--- config.mk ---
export PLATFORM = sky130hd
export DESIGN_NAME = button_debounce_long_repeat
export DESIGN_NICKNAME = d
export VERILOG_FILES = /design/src/bdlr_pkg.sv /design/src/bdlr_front.sv /design/src/bdlr_queue.sv /design/src/bdlr_back.sv /design/src/button_debounce_long_repeat.sv
export SDC_FILE = /design/constraint.sdc
export NUM_CORES = 2
export LEC_CHECK = 0
export ABC_CLOCK_PERIOD_IN_PS = 13650
export BUFFER_PORTS_ARGS = -buffer_cell sky130_fd_sc_hd__buf_2
export CORE_MARGIN = 10
export CORE_UTILIZATION = 65
export DETAILED_ROUTE_END_ITERATION = 8
export PLACE_DENSITY = 0.81
export RECOVER_POWER = 100
export SYNTH_ARGS = -nofsm -noshare
export SYNTH_HDL_FRONTEND = slang
export SYNTH_HIERARCHICAL = 1
export SYNTH_SLANG_ARGS = --single-unit
--- constraint.sdc ---
create_clock -name clk -period 13.65 [get_ports clk]
set_clock_uncertainty 0.05 [all_clocks]
set_input_delay 0 -clock clk [delete_from_list [all_inputs] [get_ports clk]]
set_output_delay 0 -clock clk [all_outputs]
set_load 0.05 [all_outputs]
--- src/bdlr_pkg.sv ---
// ----------------------------------------------------------------------------
// bdlr_pkg
// Shared types and constants of the button debouncer with long press,
// auto repeat and UP+DOWN chord.
// ----------------------------------------------------------------------------
package bdlr_pkg;

  // Button count and derived event slot layout
  localparam int NUM_BUTTONS = 5;
  localparam int BTN_IDX_W   = (NUM_BUTTONS > 1) ? $clog2(NUM_BUTTONS) : 1;
  // slot 0: chord, slot 1+2i: first event of button i, slot 2+2i: trailing release
  localparam int SLOTS       = 1 + 2 * NUM_BUTTONS;
  localparam int SLOT_IDX_W  = $clog2(SLOTS);

  // Field widths
  localparam int TICK_W   = 32;
  localparam int KEY_W    = 3;
  localparam int KIND_W   = 3;
  localparam int SEQ_W    = 32;
  localparam int SETTLE_W = 4;

  // Stream data widths, padded to whole bytes
  localparam int IN_BITS     = NUM_BUTTONS + TICK_W;
  localparam int IN_TDATA_W  = ((IN_BITS + 7) / 8) * 8;
  localparam int OUT_BITS    = KEY_W + KIND_W + SEQ_W;
  localparam int OUT_TDATA_W = ((OUT_BITS + 7) / 8) * 8;

  // Configuration port
  localparam int CFG_IDX_W  = 2;
  localparam int CFG_DATA_W = 32;
  localparam logic [CFG_IDX_W-1:0] REG_LONG_PRESS = 2'd0;
  localparam logic [CFG_IDX_W-1:0] REG_REPEAT     = 2'd1;
  localparam logic [CFG_IDX_W-1:0] REG_DEBOUNCE   = 2'd2;

  // Reset values of the registers
  localparam logic [TICK_W-1:0]   LONG_PRESS_RST = 32'd2000;
  localparam logic [TICK_W-1:0]   REPEAT_RST     = 32'd200;
  localparam logic [SETTLE_W-1:0] DEBOUNCE_RST   = 4'd3;

  // Key codes
  localparam logic [KEY_W-1:0] KEY_UP    = 3'd0;
  localparam logic [KEY_W-1:0] KEY_DOWN  = 3'd1;
  localparam logic [KEY_W-1:0] KEY_OK    = 3'd4;
  localparam logic [KEY_W-1:0] KEY_BACK  = 3'd5;

  // Event kinds
  localparam logic [KIND_W-1:0] KIND_PRESS   = 3'd0;
  localparam logic [KIND_W-1:0] KIND_RELEASE = 3'd1;
  localparam logic [KIND_W-1:0] KIND_SHORT   = 3'd2;
  localparam logic [KIND_W-1:0] KIND_LONG    = 3'd3;
  localparam logic [KIND_W-1:0] KIND_REPEAT  = 3'd4;

  // Queue between front and back
  localparam int QUEUE_DEPTH = 4;
  localparam int QPTR_W      = $clog2(QUEUE_DEPTH);

  // Events of one poll, as classified by the front
  typedef struct packed {
    logic [SLOTS-1:0]                   mask;       // pending event slots
    logic                               chord_rel;  // chord slot is a release
    logic [NUM_BUTTONS-1:0][KIND_W-1:0] kinds;      // kind of each first slot
  } ev_rec_t;

endpackage

--- src/bdlr_front.sv ---
// ----------------------------------------------------------------------------
// bdlr_front
// Takes one poll a cycle unless stalled, runs chord, debounce and hold timing
// on the stored state and hands the poll's events to the queue as a slot mask.
// ----------------------------------------------------------------------------
module bdlr_front (
  input  logic                                 clk,
  input  logic                                 rst,
  input  logic                                 cfg_we,
  input  logic [bdlr_pkg::CFG_IDX_W-1:0]       cfg_index,
  input  logic [bdlr_pkg::CFG_DATA_W-1:0]      cfg_data,
  input  logic                                 poll_valid,
  input  logic [bdlr_pkg::NUM_BUTTONS-1:0]     levels,
  input  logic [bdlr_pkg::TICK_W-1:0]          now,
  output logic                                 push,
  output bdlr_pkg::ev_rec_t                    push_rec
);

  localparam int NB = bdlr_pkg::NUM_BUTTONS;

  // Configuration registers
  logic [bdlr_pkg::TICK_W-1:0]   hold_limit;
  logic [bdlr_pkg::TICK_W-1:0]   rep_gap;
  logic [bdlr_pkg::SETTLE_W-1:0] debounce_polls;

  // Per-button state
  logic [NB-1:0]                 sampled, sampled_next;
  logic [NB-1:0]                 stable, stable_next;
  logic [NB-1:0]                 long_done, long_done_next;
  logic [bdlr_pkg::SETTLE_W-1:0] settle [NB];
  logic [bdlr_pkg::SETTLE_W-1:0] settle_next [NB];
  logic [bdlr_pkg::TICK_W-1:0]   press_t [NB];
  logic [bdlr_pkg::TICK_W-1:0]   press_t_next [NB];
  logic [bdlr_pkg::TICK_W-1:0]   rep_t [NB];
  logic [bdlr_pkg::TICK_W-1:0]   rep_t_next [NB];

  // Chord state
  logic                          chord_active, chord_active_next;
  logic                          chord_sent, chord_sent_next;
  logic [bdlr_pkg::TICK_W-1:0]   chord_start, chord_start_next;

  logic                          chord_now;
  logic                          down;
  logic [bdlr_pkg::TICK_W-1:0]   held, since_rep, chord_held;
  bdlr_pkg::ev_rec_t             rec;

  assign chord_now  = !levels[0] && !levels[1];
  assign chord_held = now - chord_start;

  // Classification of one poll
  always_comb begin
    rec               = '0;
    chord_active_next = chord_active;
    chord_sent_next   = chord_sent;
    chord_start_next  = chord_start;
    sampled_next      = sampled;
    stable_next       = stable;
    long_done_next    = long_done;
    down              = 1'b0;
    held              = '0;
    since_rep         = '0;
    for (int i = 0; i < NB; i++) begin
      settle_next[i]  = settle[i];
      press_t_next[i] = press_t[i];
      rep_t_next[i]   = rep_t[i];
    end

    // chord on raw UP and DOWN
    if (chord_now && !chord_active) begin
      chord_active_next = 1'b1;
      chord_start_next  = now;
      chord_sent_next   = 1'b0;
    end else if (!chord_now) begin
      if (chord_sent) begin
        rec.mask[0]   = 1'b1;
        rec.chord_rel = 1'b1;
      end
      chord_active_next = 1'b0;
      chord_sent_next   = 1'b0;
    end else if (!chord_sent && chord_held >= hold_limit) begin
      chord_sent_next = 1'b1;
      rec.mask[0]     = 1'b1;
    end

    // per-button debounce and hold timing
    for (int i = 0; i < NB; i++) begin
      down      = !levels[i];
      held      = now - press_t[i];
      since_rep = now - rep_t[i];
      if (down != sampled[i]) begin
        sampled_next[i] = down;
        settle_next[i]  = bdlr_pkg::SETTLE_W'(1);
      end else if (settle[i] < debounce_polls) begin
        settle_next[i] = settle[i] + bdlr_pkg::SETTLE_W'(1);
      end else if (stable[i] == down) begin
        if (down) begin
          if (!long_done[i] && held >= hold_limit) begin
            long_done_next[i] = 1'b1;
            rep_t_next[i]     = now;
            rec.mask[1+2*i]   = 1'b1;
            rec.kinds[i]      = bdlr_pkg::KIND_LONG;
          end else if (long_done[i] && since_rep >= rep_gap) begin
            rep_t_next[i] = now;
            if (bdlr_pkg::KEY_W'(i) != bdlr_pkg::KEY_OK) begin
              rec.mask[1+2*i] = 1'b1;
              rec.kinds[i]    = bdlr_pkg::KIND_REPEAT;
            end
          end
        end
      end else begin
        stable_next[i] = down;
        if (down) begin
          press_t_next[i]   = now;
          rep_t_next[i]     = now;
          long_done_next[i] = 1'b0;
          rec.mask[1+2*i]   = 1'b1;
          rec.kinds[i]      = bdlr_pkg::KIND_PRESS;
        end else if (!long_done[i]) begin
          rec.mask[1+2*i] = 1'b1;
          rec.mask[2+2*i] = 1'b1;
          rec.kinds[i]    = bdlr_pkg::KIND_SHORT;
        end else begin
          rec.mask[1+2*i] = 1'b1;
          rec.kinds[i]    = bdlr_pkg::KIND_RELEASE;
        end
      end
    end
  end

  // Only polls that raise events go to the queue
  assign push     = poll_valid && (rec.mask != '0);
  assign push_rec = rec;

  // Configuration writes
  always_ff @(posedge clk) begin
    if (rst) begin
      hold_limit     <= bdlr_pkg::LONG_PRESS_RST;
      rep_gap        <= bdlr_pkg::REPEAT_RST;
      debounce_polls <= bdlr_pkg::DEBOUNCE_RST;
    end else if (cfg_we) begin
      unique case (cfg_index)
        bdlr_pkg::REG_LONG_PRESS: hold_limit     <= cfg_data[bdlr_pkg::TICK_W-1:0];
        bdlr_pkg::REG_REPEAT:     rep_gap        <= cfg_data[bdlr_pkg::TICK_W-1:0];
        bdlr_pkg::REG_DEBOUNCE:   debounce_polls <= cfg_data[bdlr_pkg::SETTLE_W-1:0];
        default: ;
      endcase
    end
  end

  // State update on each accepted poll
  always_ff @(posedge clk) begin
    if (rst) begin
      sampled      <= '0;
      stable       <= '0;
      long_done    <= '0;
      chord_active <= 1'b0;
      chord_sent   <= 1'b0;
      chord_start  <= '0;
      for (int i = 0; i < NB; i++) begin
        settle[i]  <= bdlr_pkg::DEBOUNCE_RST;
        press_t[i] <= '0;
        rep_t[i]   <= '0;
      end
    end else if (poll_valid) begin
      sampled      <= sampled_next;
      stable       <= stable_next;
      long_done    <= long_done_next;
      chord_active <= chord_active_next;
      chord_sent   <= chord_sent_next;
      chord_start  <= chord_start_next;
      for (int i = 0; i < NB; i++) begin
        settle[i]  <= settle_next[i];
        press_t[i] <= press_t_next[i];
        rep_t[i]   <= rep_t_next[i];
      end
    end
  end

endmodule

--- src/bdlr_queue.sv ---
// ----------------------------------------------------------------------------
// bdlr_queue
// Short FIFO of per-poll event records between front and back.
// ----------------------------------------------------------------------------
module bdlr_queue (
  input  logic              clk,
  input  logic              rst,
  input  logic              push,
  input  bdlr_pkg::ev_rec_t push_rec,
  output logic              full,
  input  logic              pop,
  output bdlr_pkg::ev_rec_t pop_rec,
  output logic              empty
);

  bdlr_pkg::ev_rec_t             store [bdlr_pkg::QUEUE_DEPTH];
  logic [bdlr_pkg::QPTR_W-1:0]   wr_ptr;
  logic [bdlr_pkg::QPTR_W-1:0]   rd_ptr;
  logic [bdlr_pkg::QPTR_W:0]     count;
  logic                          do_push, do_pop;

  assign full    = (count == (bdlr_pkg::QPTR_W+1)'(bdlr_pkg::QUEUE_DEPTH));
  assign empty   = (count == '0);
  assign do_push = push && !full;
  assign do_pop  = pop && !empty;
  assign pop_rec = store[rd_ptr];

  // Storage
  always_ff @(posedge clk) begin
    if (do_push) store[wr_ptr] <= push_rec;
  end

  // Pointers and fill level
  always_ff @(posedge clk) begin
    if (rst) begin
      wr_ptr <= '0;
      rd_ptr <= '0;
      count  <= '0;
    end else begin
      if (do_push) wr_ptr <= wr_ptr + bdlr_pkg::QPTR_W'(1);
      if (do_pop)  rd_ptr <= rd_ptr + bdlr_pkg::QPTR_W'(1);
      if (do_push && !do_pop)      count <= count + (bdlr_pkg::QPTR_W+1)'(1);
      else if (do_pop && !do_push) count <= count - (bdlr_pkg::QPTR_W+1)'(1);
    end
  end

endmodule

--- src/bdlr_back.sv ---
// ----------------------------------------------------------------------------
// bdlr_back
// Walks one poll's mask, lowest slot first, and unless stalled drives one
// event a cycle into the output register with the running sequence number.
// ----------------------------------------------------------------------------
module bdlr_back (
  input  logic                                 clk,
  input  logic                                 rst,
  input  logic                                 q_empty,
  input  bdlr_pkg::ev_rec_t                    q_rec,
  output logic                                 q_pop,
  output logic                                 m_tvalid,
  input  logic                                 m_tready,
  output logic [bdlr_pkg::OUT_TDATA_W-1:0]     m_tdata,
  output logic                                 m_tlast
);

  localparam int SW = bdlr_pkg::SLOT_IDX_W;

  bdlr_pkg::ev_rec_t             cur;
  logic [bdlr_pkg::SEQ_W-1:0]    seq;
  logic [SW-1:0]                 sel;
  logic [SW-1:0]                 sel_m1;
  logic [bdlr_pkg::BTN_IDX_W-1:0] btn;
  logic [bdlr_pkg::SLOTS-1:0]    rest;
  logic [bdlr_pkg::KEY_W-1:0]    key;
  logic [bdlr_pkg::KIND_W-1:0]   kind;
  logic                          found;
  logic                          adv;

  // Lowest pending slot
  always_comb begin
    sel   = '0;
    found = 1'b0;
    for (int s = 0; s < bdlr_pkg::SLOTS; s++) begin
      if (cur.mask[s] && !found) begin
        found = 1'b1;
        sel   = SW'(s);
      end
    end
  end

  assign rest   = cur.mask & (cur.mask - bdlr_pkg::SLOTS'(1));
  assign sel_m1 = sel - SW'(1);
  assign btn    = bdlr_pkg::BTN_IDX_W'(sel_m1 >> 1);

  // Key and kind of the selected slot
  always_comb begin
    if (sel == '0) begin
      key  = bdlr_pkg::KEY_BACK;
      kind = cur.chord_rel ? bdlr_pkg::KIND_RELEASE : bdlr_pkg::KIND_PRESS;
    end else begin
      key  = bdlr_pkg::KEY_W'(btn);
      kind = sel[0] ? cur.kinds[btn] : bdlr_pkg::KIND_RELEASE;
    end
  end

  assign adv   = !m_tvalid || m_tready;
  assign q_pop = (cur.mask == '0) && !q_empty;

  // Current record
  always_ff @(posedge clk) begin
    if (rst) begin
      cur.mask <= '0;
    end else if (q_pop) begin
      cur <= q_rec;
    end else if (adv && found) begin
      cur.mask <= rest;
    end
  end

  // Output register and sequence counter
  always_ff @(posedge clk) begin
    if (rst) begin
      m_tvalid <= 1'b0;
      seq      <= '0;
    end else if (adv) begin
      m_tvalid <= found;
      if (found) seq <= seq + bdlr_pkg::SEQ_W'(1);
    end
  end

  always_ff @(posedge clk) begin
    if (adv && found) begin
      m_tdata <= bdlr_pkg::OUT_TDATA_W'({seq + bdlr_pkg::SEQ_W'(1), kind, key});
      m_tlast <= (rest == '0);
    end
  end

endmodule

--- src/button_debounce_long_repeat.sv ---
// ----------------------------------------------------------------------------
// button_debounce_long_repeat
// Five-button poller: debounce, long press, auto repeat and UP+DOWN chord
// as Back, with sequence-numbered event items.
// ----------------------------------------------------------------------------
//  channel | direction | handshake        | contents
//  s_*     | in        | tvalid/tready    | one poll: levels and tick
//  m_*     | out       | tvalid/tready    | one event: key, kind, sequence; tlast
//  cfg_*   | in        | cfg_we           | register index and write data
//
//  A poll is classified in the cycle it is accepted, so polls may follow
//  back to back while the queue (four polls deep) has room.
//  The back loads a poll's record from the queue, then emits one event per
//  cycle while the output is not stalled; a poll carries at most 11 events.
//  Reset is synchronous and sets the control state and registers; queue
//  storage and output data are not reset. The output register holds while
//  m_tvalid is high and m_tready is low; polls stall only on a full queue.
// ----------------------------------------------------------------------------
module button_debounce_long_repeat (
  input  logic                                 clk,
  input  logic                                 rst,
  // slave side
  input  logic                                 s_tvalid,
  output logic                                 s_tready,
  input  logic [bdlr_pkg::IN_TDATA_W-1:0]      s_tdata,  // button_levels, tick_now
  // master side
  output logic                                 m_tvalid,
  input  logic                                 m_tready,
  output logic [bdlr_pkg::OUT_TDATA_W-1:0]     m_tdata,  // event_key, event_kind,
                                                         // event_sequence
  output logic                                 m_tlast,  // last_event
  // configuration
  input  logic                                 cfg_we,
  input  logic [bdlr_pkg::CFG_IDX_W-1:0]       cfg_index,
  input  logic [bdlr_pkg::CFG_DATA_W-1:0]      cfg_data
);

  logic              q_full, q_empty, q_pop, push, poll_valid;
  bdlr_pkg::ev_rec_t push_rec, q_rec;

  assign s_tready   = !q_full;
  assign poll_valid = s_tvalid && s_tready;

  // Front: classify polls
  bdlr_front u_front (
    .clk        (clk),
    .rst        (rst),
    .cfg_we     (cfg_we),
    .cfg_index  (cfg_index),
    .cfg_data   (cfg_data),
    .poll_valid (poll_valid),
    .levels     (s_tdata[bdlr_pkg::NUM_BUTTONS-1:0]),
    .now        (s_tdata[bdlr_pkg::IN_BITS-1:bdlr_pkg::NUM_BUTTONS]),
    .push       (push),
    .push_rec   (push_rec)
  );

  // Queue of per-poll records
  bdlr_queue u_queue (
    .clk      (clk),
    .rst      (rst),
    .push     (push),
    .push_rec (push_rec),
    .full     (q_full),
    .pop      (q_pop),
    .pop_rec  (q_rec),
    .empty    (q_empty)
  );

  // Back: serialise events
  bdlr_back u_back (
    .clk      (clk),
    .rst      (rst),
    .q_empty  (q_empty),
    .q_rec    (q_rec),
    .q_pop    (q_pop),
    .m_tvalid (m_tvalid),
    .m_tready (m_tready),
    .m_tdata  (m_tdata),
    .m_tlast  (m_tlast)
  );

endmodule
==> results.md <==
- TritonCTS Buffers: 73
- Maximum vdd drop: ~0.18 mV
- Initial antenna violation count: 1
- # port buffers: 116
- Residual DRC: 0
- Full die area: 81700 µm²
- Clk sinks: roughly 640
- Reg-to-reg startpoint: u_front/press_t[0][128]
- # setup viols final: 0
- Setup WS pre-CTS: between 5 and 6 ns
- Crit end category: register
- Maximum fanout along the worst path: 27
- FP Rows: 97
- Syn Inst Count: about 4700
- Congestion Overflow GR: 0
- Setup TNS Final: 0 ns
- Bufs on Longest Clock Path: 3
- Gpl congestion: 0.940
- Max-cap violation count: 25
- Area of placed instances: ~48000 µm²
- Commonest non-fill, non-tap cells in the layout: 662 x ha_1, 474 x inv_1, 471 x edfxtp_1
- # IOs: 122
- Vias after detailed routing: about 37000
- Hold path startpoint: cfg_we
- FMAX: 101 MHz
- Max-slew violation count: 843
- CTS tree: built
- Synth unique cells: 100
- Clock latency on the worst-skew pair: approximately 0.64 ns
- Fin cells: slightly below 6000
- Register area share after synthesis: about two fifths
- Share of cells above drive strength 1: approximately 5.3%
- Width of the chip: between 200 and 300 µm
- CTS H-tree depth: 3
- Max-slew headroom: -216%
- Design area: about 51000 µm²
- Initial Util: around two thirds
- Starting DRT DRC Count: between 2000 and 3000
- FFs w/ async S/R, synth: 0%
- Pleak: approximately 21 nW
- Power Dens Cells: 150 nW/µm²
- Vias in the first global route: 36300
- Fin crit share: between 70 and 80%
- Largest net degree at the start of global routing: 89
- DRT antenna net count: 0
- Synth top area cells: edfxtp_1 31%, ha_1 18%, dfxtp_1 7.4%
- Cell taking the most area after synthesis: edfxtp_1
- Filler cell count: roughly 5000
- DRT Pass-1 Iters: 6
- Area share of the largest cell type after synthesis: between 30% and 40%
- Synth Flop Type: edfxtp_1
- Mapped Area: 45900 µm²
- Gr usage total: ~28%
- Drt wl/cell: 19.6 µm
- Worst hold-check path type: in -> reg
- Die Height: approximately 290 µm
- Hpwl dp: 86200 µm
- CP startpoint: s_tdata[6]
- Least-Margin Pin Slew: between 4 and 5 ns
- Post-cts resize count: 0
- Core area: roughly 70000 µm²
- Final Hold Vio Count: 0
- Outcome: finished, violations left
- Syn Area/Cell: slightly below 10 µm²
- Post-synth EDFFs: between 400 and 500
- Kind of critical path: in -> reg
- Tmin final: 9.92 ns
- Setup WS post-layout: roughly 3.7 ns
- Required time worst endpoint: about 14 ns
- Failing checks: capacitance limit, slew limit
- Layout area overhead: 9.97%
- Register bit total from synthesis: between 600 and 700
- Critical path arrival: a little over 10 ns
- RSZ-0062 raised after global routing: no
- Synth Warn #: 6
- Crit path launch type: input pin
- Routed wire length: roughly 120000 µm
- Nets: between 5000 and 6000
- Most common cell after layout, fill and taps aside: ha_1
- CTS Root Cell: clkbuf_16
- Vias per Instance: 6.19
- First-pass GRT wire length: ~180000 µm
- Min Hold Slack: 0.0624 ns
- # placed instances: around 5700
- Postcts setup bufs: 0
- Clk slew on worst S/H paths: approximately 0.050 ns
cell usage after synthesis, types with 13 or more instances:
cell and number:
a21o_1 242, a211oi_1 39, o31ai_1 15, or3_1 28
nand2b_1 66, nand4_1 71, or2_2 13, a21oi_1 465
clkbuf_1 75, and2_1 18, mux4_2 27, a2111oi_0 15
a31oi_1 28, o21ai_0 183, nor2b_1 42, nand2_1 403
xor2_1 120, o211ai_1 25, ha_1 662, xnor2_1 228
nor3_1 81, a311oi_1 13, nand3_1 80, edfxtp_1 471
o21bai_1 46, dfxtp_1 170, nor2_1 269, inv_1 476
and3_1 70, o21a_1 44
worst paths after layout:
kind	to	slack [ns]	cells after the start
worst max-delay path	u_queue/store[1][10]	3.73	26
worst min-delay path	u_front/rep_gap[14]	0.06	6
worst max register to register	u_queue/store[1][10]	4.16	28
worst min register to register	u_front/hold_limit[12]	0.40	2
layout make-up:
cell class                      count  area [µm²]  area share (%)
Multi-Input combinational cell   3526       26100            51.7
Timing Repair Buffer              219        1420            2.81
Clock inverter                     37         392           0.775
Tap cell                          940        1180            2.33
Inverter                          476        1790            3.54
Clock buffer                       98        2060            4.07
Sequential cell                   641       17500            34.7
Antenna cell                        1        2.50         0.00495
where the power goes:
part	internal, W	leakage (nW)	switching [W]	total, W
Sequential	0.00245	6.12	0.000109	0.00256
Clock	0.00115	1.18	0.000833	0.00198
Combinational	0.00114	13.9	0.00189	0.00303
repair_timing:
item | in CTS | in global routing
hold endpoints to repair | 246 | 0
setup endpoints to repair | 0 | 0
hold buffers | 77 | 0
worst max-delay path: stages:
cell	delay [ns]
dlygate4sd3_1	0.52
clkbuf_1	1.19
ha_1	0.42
nor2b_1	0.12
o21ai_0	0.19
a21oi_1	0.17
o311ai_0	0.80
nand3_1	0.22
a21o_1	0.23
a21oi_1	0.17
xnor2_1	0.09
ha_1	0.30
nand4_1	0.14
nor3_1	0.48
o21ai_0	0.17
a2111oi_0	1.40
o211ai_1	0.29
a21oi_1	0.33
mux2i_1	0.14
nand3_1	0.20
a31oi_1	0.13
a41oi_1	0.37
inv_1	0.14
nor2_1	0.34
and2_0	0.21
clkbuf_1	1.30
flip-flops by register name (all words and copies together) (netlist names), 20 cells and up, named ones only:
register and cells:
u_back/cur 27, u_back/m_tdata 38, u_back/seq 32, u_front/chord_start 32, u_front/hold_limit 32, u_front/press_t 160, u_front/rep_gap 32, u_front/rep_t 128
u_front/settle 20, u_queue/store 108
layer usage:
| metal | global-route usage, % | vias up | wire (µm) |
|---|---|---|---|
| met5 | 0 | - | 0 |
| met4 | 13.0 | 0 | 5210 |
| met3 | 3.08 | 280 | 6770 |
| met2 | 49.0 | 1233 | 57400 |
| met1 | 33.0 | 17600 | 46800 |
| li1 | - | 17600 | - |
metrics by stage:
step	power, W	util (%)
2_1_floorplan	0.00482	-
3_3_place_gp	0.00544	67.9
3_5_place_dp	0.00555	67.9
4_1_cts	0.00758	72.5
5_1_grt	0.00802	72.2
6_report	0.00757	72.2
kinds of logic (layout without fill, tap and decap cells):
family,count (synthesis),after routing,synth area share (%)
adder cells (fa/ha/maj),675,675,18.5
XOR/XNOR,348,348,6.63
multiplexers,41,41,1.67
other,2,4,0.0163
buffers and inverters,573,830,4.86
flip-flops,641,641,38.2
AO/OA/AOI/OAI,1249,1249,17.3
AND/OR/NAND/NOR,1210,1210,12.8
No activity file was read; power rests on OpenSTA's default activity.
